### src/design/raid5_read_reconstruct_top_defines.svh
// Assertion macros for the RAID5 read reconstruction block.
// Each macro expects i_clk and i_rst_n in the scope where it is used.
`ifndef RAID5_READ_RECONSTRUCT_TOP_DEFINES_SVH
`define RAID5_READ_RECONSTRUCT_TOP_DEFINES_SVH

// Same-cycle implication, checked outside reset.
`define RRR_ASSERT_IMP(label, ante, cons, msg) \
    label: assert property (@(posedge i_clk) disable iff (!i_rst_n) (ante) |-> (cons)) \
        else $error(msg);

// Next-cycle implication, checked outside reset.
`define RRR_ASSERT_NXT(label, ante, cons, msg) \
    label: assert property (@(posedge i_clk) disable iff (!i_rst_n) (ante) |=> (cons)) \
        else $error(msg);

`endif

### src/design/raid5rr_pkg.sv
// ----------------------------------------------------------------------------
// raid5rr_pkg
// Types, constants and codes shared by the RAID5 read reconstruction block.
// ----------------------------------------------------------------------------
package raid5rr_pkg;

    localparam int MAX_DISKS  = 16;
    localparam int MAX_BLOCKS = 1024;
    localparam int DISK_W     = $clog2(MAX_DISKS);
    localparam int BLK_W      = $clog2(MAX_BLOCKS);
    localparam int ADDR_W     = DISK_W + BLK_W;
    localparam int MEM_DEPTH  = MAX_DISKS * MAX_BLOCKS;
    localparam int WORD_W     = 32;
    localparam int LB_W       = 14;
    // The stripe span reaches 2047 * 15, one bit beyond a logical block number.
    localparam int SPAN_W     = LB_W + 1;
    localparam int NCNT_W     = 5;
    localparam int CFG_W      = 11;
    localparam int CFG_IDX_W  = 2;
    localparam int DIV_CNT_W  = $clog2(LB_W + 1);

    localparam logic OP_LOAD = 1'b0;
    localparam logic OP_READ = 1'b1;

    localparam logic [1:0] ST_DIRECT  = 2'd0;
    localparam logic [1:0] ST_REBUILT = 2'd1;
    localparam logic [1:0] ST_UNAVAIL = 2'd2;

    localparam logic [CFG_IDX_W-1:0] CFG_DISK_COUNT    = 2'd0;
    localparam logic [CFG_IDX_W-1:0] CFG_STRIPE_BLOCKS = 2'd1;
    localparam logic [CFG_IDX_W-1:0] CFG_BLOCKS_IN_USE = 2'd2;

    typedef struct packed {
        logic                op;
        logic [3:0]          disk_number;
        logic [9:0]          block_index;
        logic [WORD_W-1:0]   load_word;
        logic [LB_W-1:0]     logical_block;
    } t_in_item;

    typedef struct packed {
        logic [1:0]          status;
        logic [WORD_W-1:0]   read_word;
    } t_out_item;

    typedef enum logic [1:0] {
        DIV_STRIPE,
        DIV_STRIP,
        DIV_ROT
    } t_div_sel;

    typedef enum logic [4:0] {
        S_IDLE,
        S_SPAN,
        S_D1_GO,
        S_D1_RUN,
        S_D2_GO,
        S_D2_RUN,
        S_D3_GO,
        S_D3_RUN,
        S_MAP,
        S_MAP2,
        S_CHECK,
        S_DIRECT,
        S_POST_DIRECT,
        S_REBUILD,
        S_RB_LAST,
        S_POST_RB,
        S_POST_NONE
    } t_state;

    typedef struct packed {
        logic       load_wr;
        logic       capture;
        logic       span_ld;
        logic       div_start;
        logic       div_take;
        t_div_sel   div_sel;
        logic       map_ld;
        logic       phys_ld;
        logic       rd_direct;
        logic       rb_init;
        logic       rb_step;
        logic       post;
        logic [1:0] post_status;
    } t_cmd;

    typedef struct packed {
        logic div_busy;
        logic in_range;
        logic data_present;
        logic rb_last;
        logic count_ok;
        logic out_free;
    } t_stat;

endpackage

### src/design/raid5rr_ctrl.sv
// ----------------------------------------------------------------------------
// raid5rr_ctrl
// Sequencer for loads and reads: address mapping, direct read or rebuild.
// ----------------------------------------------------------------------------
module raid5rr_ctrl (
    input  logic                i_clk,
    input  logic                i_rst_n,
    input  logic                i_in_valid,
    input  logic                i_in_op,
    output logic                o_in_ready,
    input  raid5rr_pkg::t_stat  i_stat,
    output raid5rr_pkg::t_cmd   o_cmd
);
    import raid5rr_pkg::*;

    t_state r_state;
    t_state n_state;

    always_ff @(posedge i_clk) begin
        if (!i_rst_n) begin
            r_state <= S_IDLE;
        end else begin
            r_state <= n_state;
        end
    end

    always_comb begin
        n_state    = r_state;
        o_cmd      = '0;
        o_in_ready = 1'b0;
        case (r_state)
            S_IDLE: begin
                o_in_ready = 1'b1;
                if (i_in_valid) begin
                    if (i_in_op == OP_LOAD) begin
                        o_cmd.load_wr = 1'b1;
                    end else begin
                        o_cmd.capture = 1'b1;
                        n_state       = S_SPAN;
                    end
                end
            end
            S_SPAN: begin
                o_cmd.span_ld = 1'b1;
                n_state       = S_D1_GO;
            end
            S_D1_GO: begin
                o_cmd.div_start = 1'b1;
                o_cmd.div_sel   = DIV_STRIPE;
                n_state         = S_D1_RUN;
            end
            S_D1_RUN: begin
                o_cmd.div_sel = DIV_STRIPE;
                if (!i_stat.div_busy) begin
                    o_cmd.div_take = 1'b1;
                    n_state        = S_D2_GO;
                end
            end
            S_D2_GO: begin
                o_cmd.div_start = 1'b1;
                o_cmd.div_sel   = DIV_STRIP;
                n_state         = S_D2_RUN;
            end
            S_D2_RUN: begin
                o_cmd.div_sel = DIV_STRIP;
                if (!i_stat.div_busy) begin
                    o_cmd.div_take = 1'b1;
                    n_state        = S_D3_GO;
                end
            end
            S_D3_GO: begin
                o_cmd.div_start = 1'b1;
                o_cmd.div_sel   = DIV_ROT;
                n_state         = S_D3_RUN;
            end
            S_D3_RUN: begin
                o_cmd.div_sel = DIV_ROT;
                if (!i_stat.div_busy) begin
                    o_cmd.div_take = 1'b1;
                    n_state        = S_MAP;
                end
            end
            S_MAP: begin
                o_cmd.map_ld = 1'b1;
                n_state      = S_MAP2;
            end
            S_MAP2: begin
                o_cmd.phys_ld = 1'b1;
                n_state       = S_CHECK;
            end
            S_CHECK: begin
                if (!i_stat.in_range) begin
                    n_state = S_POST_NONE;
                end else if (i_stat.data_present) begin
                    n_state = S_DIRECT;
                end else begin
                    o_cmd.rb_init = 1'b1;
                    n_state       = S_REBUILD;
                end
            end
            S_DIRECT: begin
                o_cmd.rd_direct = 1'b1;
                n_state         = S_POST_DIRECT;
            end
            S_POST_DIRECT: begin
                o_cmd.post_status = ST_DIRECT;
                if (i_stat.out_free) begin
                    o_cmd.post = 1'b1;
                    n_state    = S_IDLE;
                end
            end
            S_REBUILD: begin
                o_cmd.rb_step = 1'b1;
                if (i_stat.rb_last) begin
                    n_state = S_RB_LAST;
                end
            end
            S_RB_LAST: begin
                // The last disk's word lands in the accumulator this cycle.
                n_state = S_POST_RB;
            end
            S_POST_RB: begin
                o_cmd.post_status = i_stat.count_ok ? ST_REBUILT : ST_UNAVAIL;
                if (i_stat.out_free) begin
                    o_cmd.post = 1'b1;
                    n_state    = S_IDLE;
                end
            end
            S_POST_NONE: begin
                o_cmd.post_status = ST_UNAVAIL;
                if (i_stat.out_free) begin
                    o_cmd.post = 1'b1;
                    n_state    = S_IDLE;
                end
            end
            default: begin
                n_state = S_IDLE;
            end
        endcase
    end

endmodule

### config.mk
export PLATFORM = sky130hd
export DESIGN_NAME = raid5rr_ctrl
export DESIGN_NICKNAME = d
export VERILOG_FILES = /design/src/design/raid5_read_reconstruct_top_defines.svh /design/src/design/raid5rr_pkg.sv /design/src/design/raid5rr_ctrl.sv
export SDC_FILE = /design/constraint.sdc
export NUM_CORES = 1
export LEC_CHECK = 0
export BUFFER_PORTS_ARGS = -buffer_cell sky130_fd_sc_hd__buf_2
export CORE_MARGIN = 2
export CORE_UTILIZATION = 46
export CTS_CLUSTER_SIZE = 40
export DETAILED_ROUTE_END_ITERATION = 7
export GPL_TIMING_DRIVEN = 0
export HOLD_SLACK_MARGIN = 0.12
export PLACE_DENSITY_LB_ADDON = 0.25
export SLEW_MARGIN = 20
export SYNTH_ARGS = -nofsm -noshare
export SYNTH_HDL_FRONTEND = slang
export SYNTH_SLANG_ARGS = --single-unit
### constraint.sdc
create_clock -name i_clk -period 2.4 [get_ports i_clk]
set_clock_uncertainty 0.15 [all_clocks]
set_input_delay 0.12 -clock i_clk [delete_from_list [all_inputs] [get_ports i_clk]]
set_output_delay 0.12 -clock i_clk [all_outputs]
set_load 0.05 [all_outputs]
==> results of run 1 <==
## metrics by stage
| step | util [%] | hold slack, ns |
|---|---|---|
| after floorplan | - | 0.0722 |
| after global placement | 60.5 | 0.246 |
| after detailed placement | 60.5 | 0.253 |
| after CTS | 64.0 | 0.200 |
| after global routing | 65.8 | 0.237 |
| final | 65.8 | 0.226 |
## final timing paths
kind                            slack [ns]  cells after the start                 endpoint
worst max-delay path                  0.11                      5                 o_cmd[4]
worst min-delay path                  0.23                      4  r_state[4]$_SDFFE_PN0P_
worst max register to register        0.49                      5  r_state[0]$_SDFFE_PN0P_
worst min register to register        0.58                      3  r_state[4]$_SDFFE_PN0P_
## worst register-to-register path: cells and delay by family (launching register included)
| kind | cells | cell delay, ns |
|---|---|---|
| flops | 1 | 0.30 |
| simple gates | 2 | 0.70 |
| compound gates | 2 | 0.51 |
| buf+inv | 1 | 0.14 |
## repair_timing
| item | CTS | global route |
|---|---|---|
| setup buffers | 0 | 0 |
| setup endpoints to repair | 0 | 1 |
| resized for setup | 0 | 7 |
| endpoints found under the hold margin | 4 | 0 |
| hold buffers | 2 | 0 |
## power by group
group / switching [mW] / internal [mW] / leakage (nW) / total [mW]
Combinational: 0.226 / 0.122 / 0.314 / 0.348
Clock: 0.0328 / 0.0627 / 0.0150 / 0.0956
Sequential: 0.00677 / 0.0937 / 0.0408 / 0.100
## cell families after synthesis
kind of cell,Yosys count,synth area share [%]
AOI/OAI and AO/OA,22,30.5
muxes,2,3.15
and+or+nand+nor,44,41.3
DFF,5,15.7
buffers and inverters,10,9.25
## final cells by class
cell class | count | area share, %
multi-input combinational | 68 | 57.7
timing repair buffer | 27 | 17.7
sequential | 5 | 11.7
buffer | 7 | 6.29
clock buffer | 4 | 3.07
tap | 15 | 2.19
inverter | 3 | 1.32
## layer usage
layer | GRT usage [%] | routed length (um) | vias up | share of wire [%]
met5 | 0 | 0 | - | 0
met4 | 2.42 | 5 | 0 | 0.27
met3 | 7.07 | 171 | 2 | 9.3
met2 | 42.2 | 860 | 40 | 47
met1 | 32.6 | 806 | 367 | 44
li1 | - | - | 376 | -
## layout by cell type (no fill, tap or decap), drive strengths merged, types with 2 or more instances in the layout
master	Yosys	layout
buf	5	29
nor2	9	9
nand2	7	7
clkbuf	2	7
dfxtp	5	5
nor3	5	5
o21ai	4	4
nor3b	4	4
inv	3	3
nand3	3	3
a21oi	3	3
a211oi	3	3
nand2b	2	2
nand3b	2	2
o21a	2	2
mux2i	2	2
o31ai	2	2
a211o	2	2
dlygate4sd3	0	2
or2	2	2
or3b	2	2
==> results.cfg, run 1 <==
[logic_synthesis]
ys_seq_elements = 5
synth_cell_types = 40
yosysMostFrequentCell = nor2_1
synth_edf_count = 0
synth_commonest_cells = 9 x nor2_1, 7 x nand2_1, 5 x dfxtp_1
syn-cell-area_um2 = 636
synth_top_area_cell = dfxtp_1
synth_area_leaders = dfxtp_1 16%, nor2_1 5.3%, nor3b_1 4.7%, a2111oi_4 4.3%, nand2_1 4.1%
synthesis.nets = 93
ys_warn_count = 0
yosysSeqAreaShare_pct = 15.7
synth_ff_type = dfxtp_1
postSynth.asyncResetShare_pct = 0
netlist_instances = 83
synth_top_area_share_pct = 15.7
avgSynthCellArea_um2 = 7.66

[setup_path]
crit_path_cell_trace = clkbuf_4 > inv_1 > or4b_4 > nor3b_4 > buf_6
cp-start-kind = flip-flop
worstPathMaxFanout = 10
endpoint_kind = primary output
r2r_start = r_state[1]$_SDFFE_PN0P_
slowest_stage = or4b_4
crit_type = flip-flop to primary output
cp_top_family = simple AND/OR/NAND/NOR gates
critPathRequiredTime_ns = 2.13
crit_path_max_incr_delay_ns = 0.56
worstPathArrival_ns = 2.02
cp-startpoint = r_state[3]$_SDFFE_PN0P_
worst-path-buf-inv = 3

[final_layout]
largestRegisters = r_state x5
n_antenna_cell = 0
fill_cells = 140
regMostFlops = r_state
drive_gt1_share_pct = 40.4
multiInputGateArea_um2 = 494
area_growth_pct = 34.6
finalNonFillerCells = 129
largest_register_ffs = 5
postLayoutCellArea_um2 = 856
nNetsFinal = 125
ff_latch_area_um2 = 100

[timing]
rsz0062_at_grt = no
tns_ns = 0
setup_viol = 0
max_slew_margin_pct = 72.3
fmax_mhz = 437
finalCriticalPeriod_ns = 2.29
slew_violations = 0
worstMarginPinSlew_ns = 0.416
min_period_over_period_pct = 95.4
finalHoldViolCount = 0
post-route-worst-setup-slack_ns = 0.110

[flow_run]
maxCapViolCount = 0

[power_and_ir_drop]
p_per_area_nw_per_um2 = 636
peakVddDrop_uv = 338
finalPower_mw = 0.544
total_leakage_power_nw = 0.370

[place]
pre_cts_ws_ns = 0.275
dp_hpwl_um = 1290
port_buffers = 25
dp_cells = 123
routabilityCongestion = 0.900
place_area_um2 = 787

[clocking]
cts_buffer_depth = 2
cts_root_buf = clkbuf_4
cts_tree = yes
ctsHtreeMaxLevel = 1
path_clk_slew_ns = 0.04
numClockSinks = 5
cts_buffers = 3
clk_latency_ns = 0.24

[floorplan]
dieArea_um2 = 1690
die_w_um = 41.2
start_util_pct = 48.8
rows = 13
io_pins = 26
core_area_um2 = 1300
die_h_um = 41.2

[global_routing]
globalRouteTotalUtil_pct = 25.1
antenna_found_initial = 0
grt_remaining_overflow = 0
grt_start_max_net_pins = 11
grt_pass1_vias = 651
grt_pass1_wl_um = 2840

[routing]
drt-pass1-iter-count = 4
wirelength_um = 1840
wl_per_cell_um = 14.3
vias = 785
drt-vias-per-instance = 6.09
postRouteAntennaNets = 0
drc = 0
drt_iter0_drc = 39

[status]
status = finished clean

[min_path]
hold_start = i_stat[0]
hold_path.class = input port to flip-flop
No activity file was read; power rests on OpenSTA's default activity.
==> run 2, diff against run 1 <==
==> constraint.sdc (replaced) <==
create_clock -name i_clk -period 2.4 [get_ports i_clk]
set_clock_uncertainty 0.15 [all_clocks]
set_input_delay 0.12 -clock i_clk [delete_from_list [all_inputs] [get_ports i_clk]]
set_output_delay 0.12 -clock i_clk [all_outputs]
set_load 0.005 [all_outputs]
==> results.cfg, run 2 (synthesis results as in run 1) <==
[global_routing]
grt_pass1_vias = 649
grt_pass1_wl_um = 2790
grt_remaining_overflow = 0
antenna_found_initial = 0
grt_start_max_net_pins = 11
globalRouteTotalUtil_pct = 24.1

[final_layout]
drive_gt1_share_pct = 39.1
multiInputGateArea_um2 = 494
regMostFlops = r_state
nNetsFinal = 126
final_common_cell = buf_2
finalNonFillerCells = 130
ff_latch_area_um2 = 100
fill_cells = 125
largest_register_ffs = 5
largestRegisters = r_state x5
area_growth_pct = 34.6
mostFrequentLayoutCells = 26 x buf_2, 9 x nor2_1, 7 x nand2_1
n_antenna_cell = 0

[power_and_ir_drop]
peakVddDrop_uv = 347
p_per_area_nw_per_um2 = 529
total_leakage_power_nw = 0.372

[place]
port_buffers = 25
dp_hpwl_um = 1260
dp_cells = 123
routabilityCongestion = 0.909

[floorplan]
io_pins = 26
die_w_um = 41.2
dieArea_um2 = 1690
start_util_pct = 48.8
core_area_um2 = 1300
rows = 13
die_h_um = 41.2

[clocking]
cts_buffer_depth = 2
numClockSinks = 5
ctsHtreeMaxLevel = 1
cts_tree = yes
path_clk_slew_ns = 0.04
cts_buffers = 3
cts_root_buf = clkbuf_4
clk_latency_ns = 0.24

[routing]
drt_iter0_drc = 24
vias = 755
drt-vias-per-instance = 5.81
drt-pass1-iter-count = 4
wl_per_cell_um = 13.6
wirelength_um = 1770
drc = 0
postRouteAntennaNets = 0

[timing]
rsz0062_at_grt = no
min_period_over_period_pct = 97.5
slew_violations = 0
tns_ns = 0
worstMarginPinSlew_ns = 0.432
finalHoldViolCount = 0
max_slew_margin_pct = 71.2
fmax_mhz = 427
setup_viol = 0
whs_ns = 0.237
finalCriticalPeriod_ns = 2.34

[flow_run]
maxCapViolCount = 0

[setup_path]
worstPathArrival_ns = 2.37
cp-start-kind = flip-flop
worstPathMaxFanout = 10
endpoint_kind = flip-flop
critPathRequiredTime_ns = 2.43
crit_type = flip-flop to flip-flop

[status]
status = finished clean

[min_path]
hold_path.class = input port to flip-flop
## run 2: changes by cell type in the layout (fill, tap and decap cells not counted)
cell,delta
o31ai_4,+1
nor2_2,-1
nor3b_4,-1
dlygate4sd3_1,+1
nor3b_1,+1
buf_2,+1
buf_6,-2
o31ai_1,-1
nor2_1,+1
buf_4,+1
## run 2: area by class of cell
type	count	area share (%)
Buffer	7	5.85
Clock buffer	4	3.07
Inverter	3	1.32
Multi-Input combinational cell	68	57.7
Sequential cell	5	11.7
Tap cell	15	2.19
Timing Repair Buffer	28	18.1
## run 2: repair_timing
action                                 in CTS  in global routing
hold buffers                                3                  0
endpoints found under the hold margin       4                  0
gates resized for setup                     0                  4
setup endpoints to repair                   0                  1
setup buffers                               0                  0
## run 2: worst paths after layout
check                                from                 endpoint  slack [ns]  cells after the start
setup reg to reg  r_state[4]$_SDFFE_PN0P_  r_state[4]$_SDFFE_PN0P_        0.06                      5
hold / removal                  i_stat[0]  r_state[2]$_SDFFE_PN0P_        0.24                      4
hold reg to reg   r_state[3]$_SDFFE_PN0P_  r_state[3]$_SDFFE_PN0P_        0.57                      3
setup / recovery  r_state[4]$_SDFFE_PN0P_  r_state[4]$_SDFFE_PN0P_        0.06                      5
## run 2: layer usage
metal / vias up / part of all wire [%] / wire, um / GRT usage (%)
li1: 373 / - / - / -
met1: 356 / 45 / 803 / 31.9
met2: 26 / 50 / 880 / 43.4
met3: 0 / 4.8 / 85 / 3.26
met4: 0 / 0 / 0 / 0
met5: - / 0 / 0 / 0
## run 2: critical path, stage by stage, from the launching register on
cell           delay [ns]
dfxtp_1              0.34
buf_4                0.19
or2_2                0.33
or4b_4               0.53
o31ai_4              0.18
dlygate4sd3_1        0.56
## run 2: stage by stage
stage	power (mW)	worst slack [ns]	util, %	cell area (um2)
final	0.453	0.0592	65.8	856
after global routing	0.490	0.00396	65.8	856
after CTS	0.451	0.0487	64.2	836
after detailed placement	0.352	0.482	59.9	779
after global placement	0.349	0.487	59.9	779
after floorplan	0.283	0.643	-	636
## run 2: where the power goes
| group | leakage (nW) | internal [mW] | total, mW | switching [mW] |
|---|---|---|---|---|
| Clock | 0.0150 | 0.0626 | 0.0938 | 0.0311 |
| Sequential | 0.0408 | 0.0937 | 0.100 | 0.00640 |
| Combinational | 0.316 | 0.120 | 0.259 | 0.139 |
| Total | 0.372 | 0.276 | 0.453 | 0.177 |
==> run 3, diff against run 2 <==
--- a/config.mk
+++ b/config.mk
@@ -13,6 +13,7 @@
 export GPL_TIMING_DRIVEN = 0
 export HOLD_SLACK_MARGIN = 0.12
 export PLACE_DENSITY_LB_ADDON = 0.25
+export RECOVER_POWER = 100
 export SLEW_MARGIN = 20
 export SYNTH_ARGS = -nofsm -noshare
 export SYNTH_HDL_FRONTEND = slang
==> results.cfg, run 3 (synthesis results as in run 1) <==
[floorplan]
core_area_um2 = 1300
io_pins = 26
dieArea_um2 = 1690
start_util_pct = 48.8
die_w_um = 41.2
rows = 13
die_h_um = 41.2

[setup_path]
r2r_start = r_state[4]$_SDFFE_PN0P_
timing.rr.end = r_state[4]$_SDFFE_PN0P_
endpoint_kind = flip-flop
reg2reg_depth = 5
worstPathArrival_ns = 2.36
cp-start-kind = flip-flop
critPathCapture = r_state[4]$_SDFFE_PN0P_
critPathRequiredTime_ns = 2.43
slowest_stage = dlygate4sd3_1
crit_type = flip-flop to flip-flop
cp-startpoint = r_state[4]$_SDFFE_PN0P_
worstPathMaxFanout = 10
crit_path_max_incr_delay_ns = 0.56
ff2ff_setup_slack_ns = 0.07
crit_path_cell_trace = buf_4 > or2_2 > or4b_4 > o31ai_4 > dlygate4sd3_1

[place]
place_area_um2 = 779
dp_hpwl_um = 1260
port_buffers = 25
pre_cts_ws_ns = 0.482
routabilityCongestion = 0.909
dp_cells = 123

[final_layout]
postLayoutCellArea_um2 = 822
final_util_pct = 63.2
finalNonFillerCells = 130
drive_gt1_share_pct = 26.1
nNetsFinal = 126
largest_register_ffs = 5
mostFrequentLayoutCells = 14 x clkbuf_1, 14 x buf_2, 9 x nor2_1
largestRegisters = r_state x5
n_antenna_cell = 0
regMostFlops = r_state
area_growth_pct = 29.3

[timing]
worstMarginPinSlew_ns = 0.531
finalCriticalPeriod_ns = 2.33
finalHoldViolCount = 0
setup_viol = 0
slew_violations = 0
max_slew_margin_pct = 64.4
post-route-worst-setup-slack_ns = 0.0736
min_period_over_period_pct = 96.9
rsz0062_at_grt = no
tns_ns = 0
fmax_mhz = 430

[clocking]
cts_tree = yes
numClockSinks = 5
cts_buffers = 3
post_cts_buffers = 0
cts_buffer_depth = 2
ctsHtreeMaxLevel = 1
clk_latency_ns = 0.24
path_clk_slew_ns = 0.04
cts_root_buf = clkbuf_4

[routing]
drc = 0
drt-vias-per-instance = 5.83
wl_per_cell_um = 13.8
drt-pass1-iter-count = 4
postRouteAntennaNets = 0
wirelength_um = 1790
drt_iter0_drc = 21
vias = 758

[min_path]
holdPathStages = 4
hold_path.class = input port to flip-flop

[power_and_ir_drop]
peakVddDrop_uv = 346
total_leakage_power_nw = 0.314
p_per_area_nw_per_um2 = 520

[global_routing]
grt_remaining_overflow = 0
grt_start_max_net_pins = 11
grt_pass1_wl_um = 2790
grt_pass1_vias = 649
antenna_found_initial = 0
globalRouteTotalUtil_pct = 24.1

[status]
status = finished clean

[flow_run]
maxCapViolCount = 0
-- run 3: cell count changes in the layout (fill, tap and decap cells not counted), sizes merged --
cell | before | now
buf | 29 | 17
clkbuf | 7 | 19
-- run 3: cell type report --
class	count	area [um2]
fill	132	479
multi-input combinational	68	474
timing repair buffer	28	143
sequential	5	100
buffer	7	48.8
clock buffer	4	26.3
tap	15	18.8
inverter	3	11.3
-- run 3: metal layers --
layer  vias up  wire length [um]  track usage, %
li1        374                 -               -
met1       363               824            31.9
met2        21               891            43.4
met3         0                75            3.26
met4         0                 0               0
met5         -                 0               0
-- run 3: how the worst min path moves through the flow --
stage                     slack (ns)                       to       from
after global routing            0.25  r_state[2]$_SDFFE_PN0P_  i_stat[0]
after global placement          0.25  r_state[4]$_SDFFE_PN0P_  i_stat[4]
after floorplan                 0.07  r_state[4]$_SDFFE_PN0P_  i_stat[4]
after CTS                       0.23  r_state[0]$_SDFFE_PN0P_  i_stat[5]
final                           0.24  r_state[2]$_SDFFE_PN0P_  i_stat[0]
after detailed placement        0.25  r_state[4]$_SDFFE_PN0P_  i_stat[4]
-- run 3: per-stage QoR --
step	total power, mW	hold WS, ns
2_1_floorplan	0.283	0.0713
6_report	0.428	0.240
5_1_grt	0.463	0.251
3_3_place_gp	0.349	0.246
4_1_cts	0.451	0.228
3_5_place_dp	0.352	0.248
-- run 3: timing repair --
item                                    4_1_cts  5_1_grt
hold buffers                                  3        0
resized for setup                             0        4
endpoints found under the setup margin        0        1
endpoints found under the hold margin         4        0
-- run 3: report_power, final --
| part | switching [mW] | internal, mW |
|---|---|---|
| registers | 0.00622 | 0.0937 |
| clock network | 0.0311 | 0.0626 |
| logic | 0.135 | 0.0987 |
| total | 0.173 | 0.255 |
-- run 3: critical path, delay by kind of cell (launching register included) --
kind,cells,cell delay [ns]
AO/OA/AOI/OAI,1,0.18
buffers and inverters,2,0.74
flip-flops,1,0.33
AND/OR/NAND/NOR,2,0.86
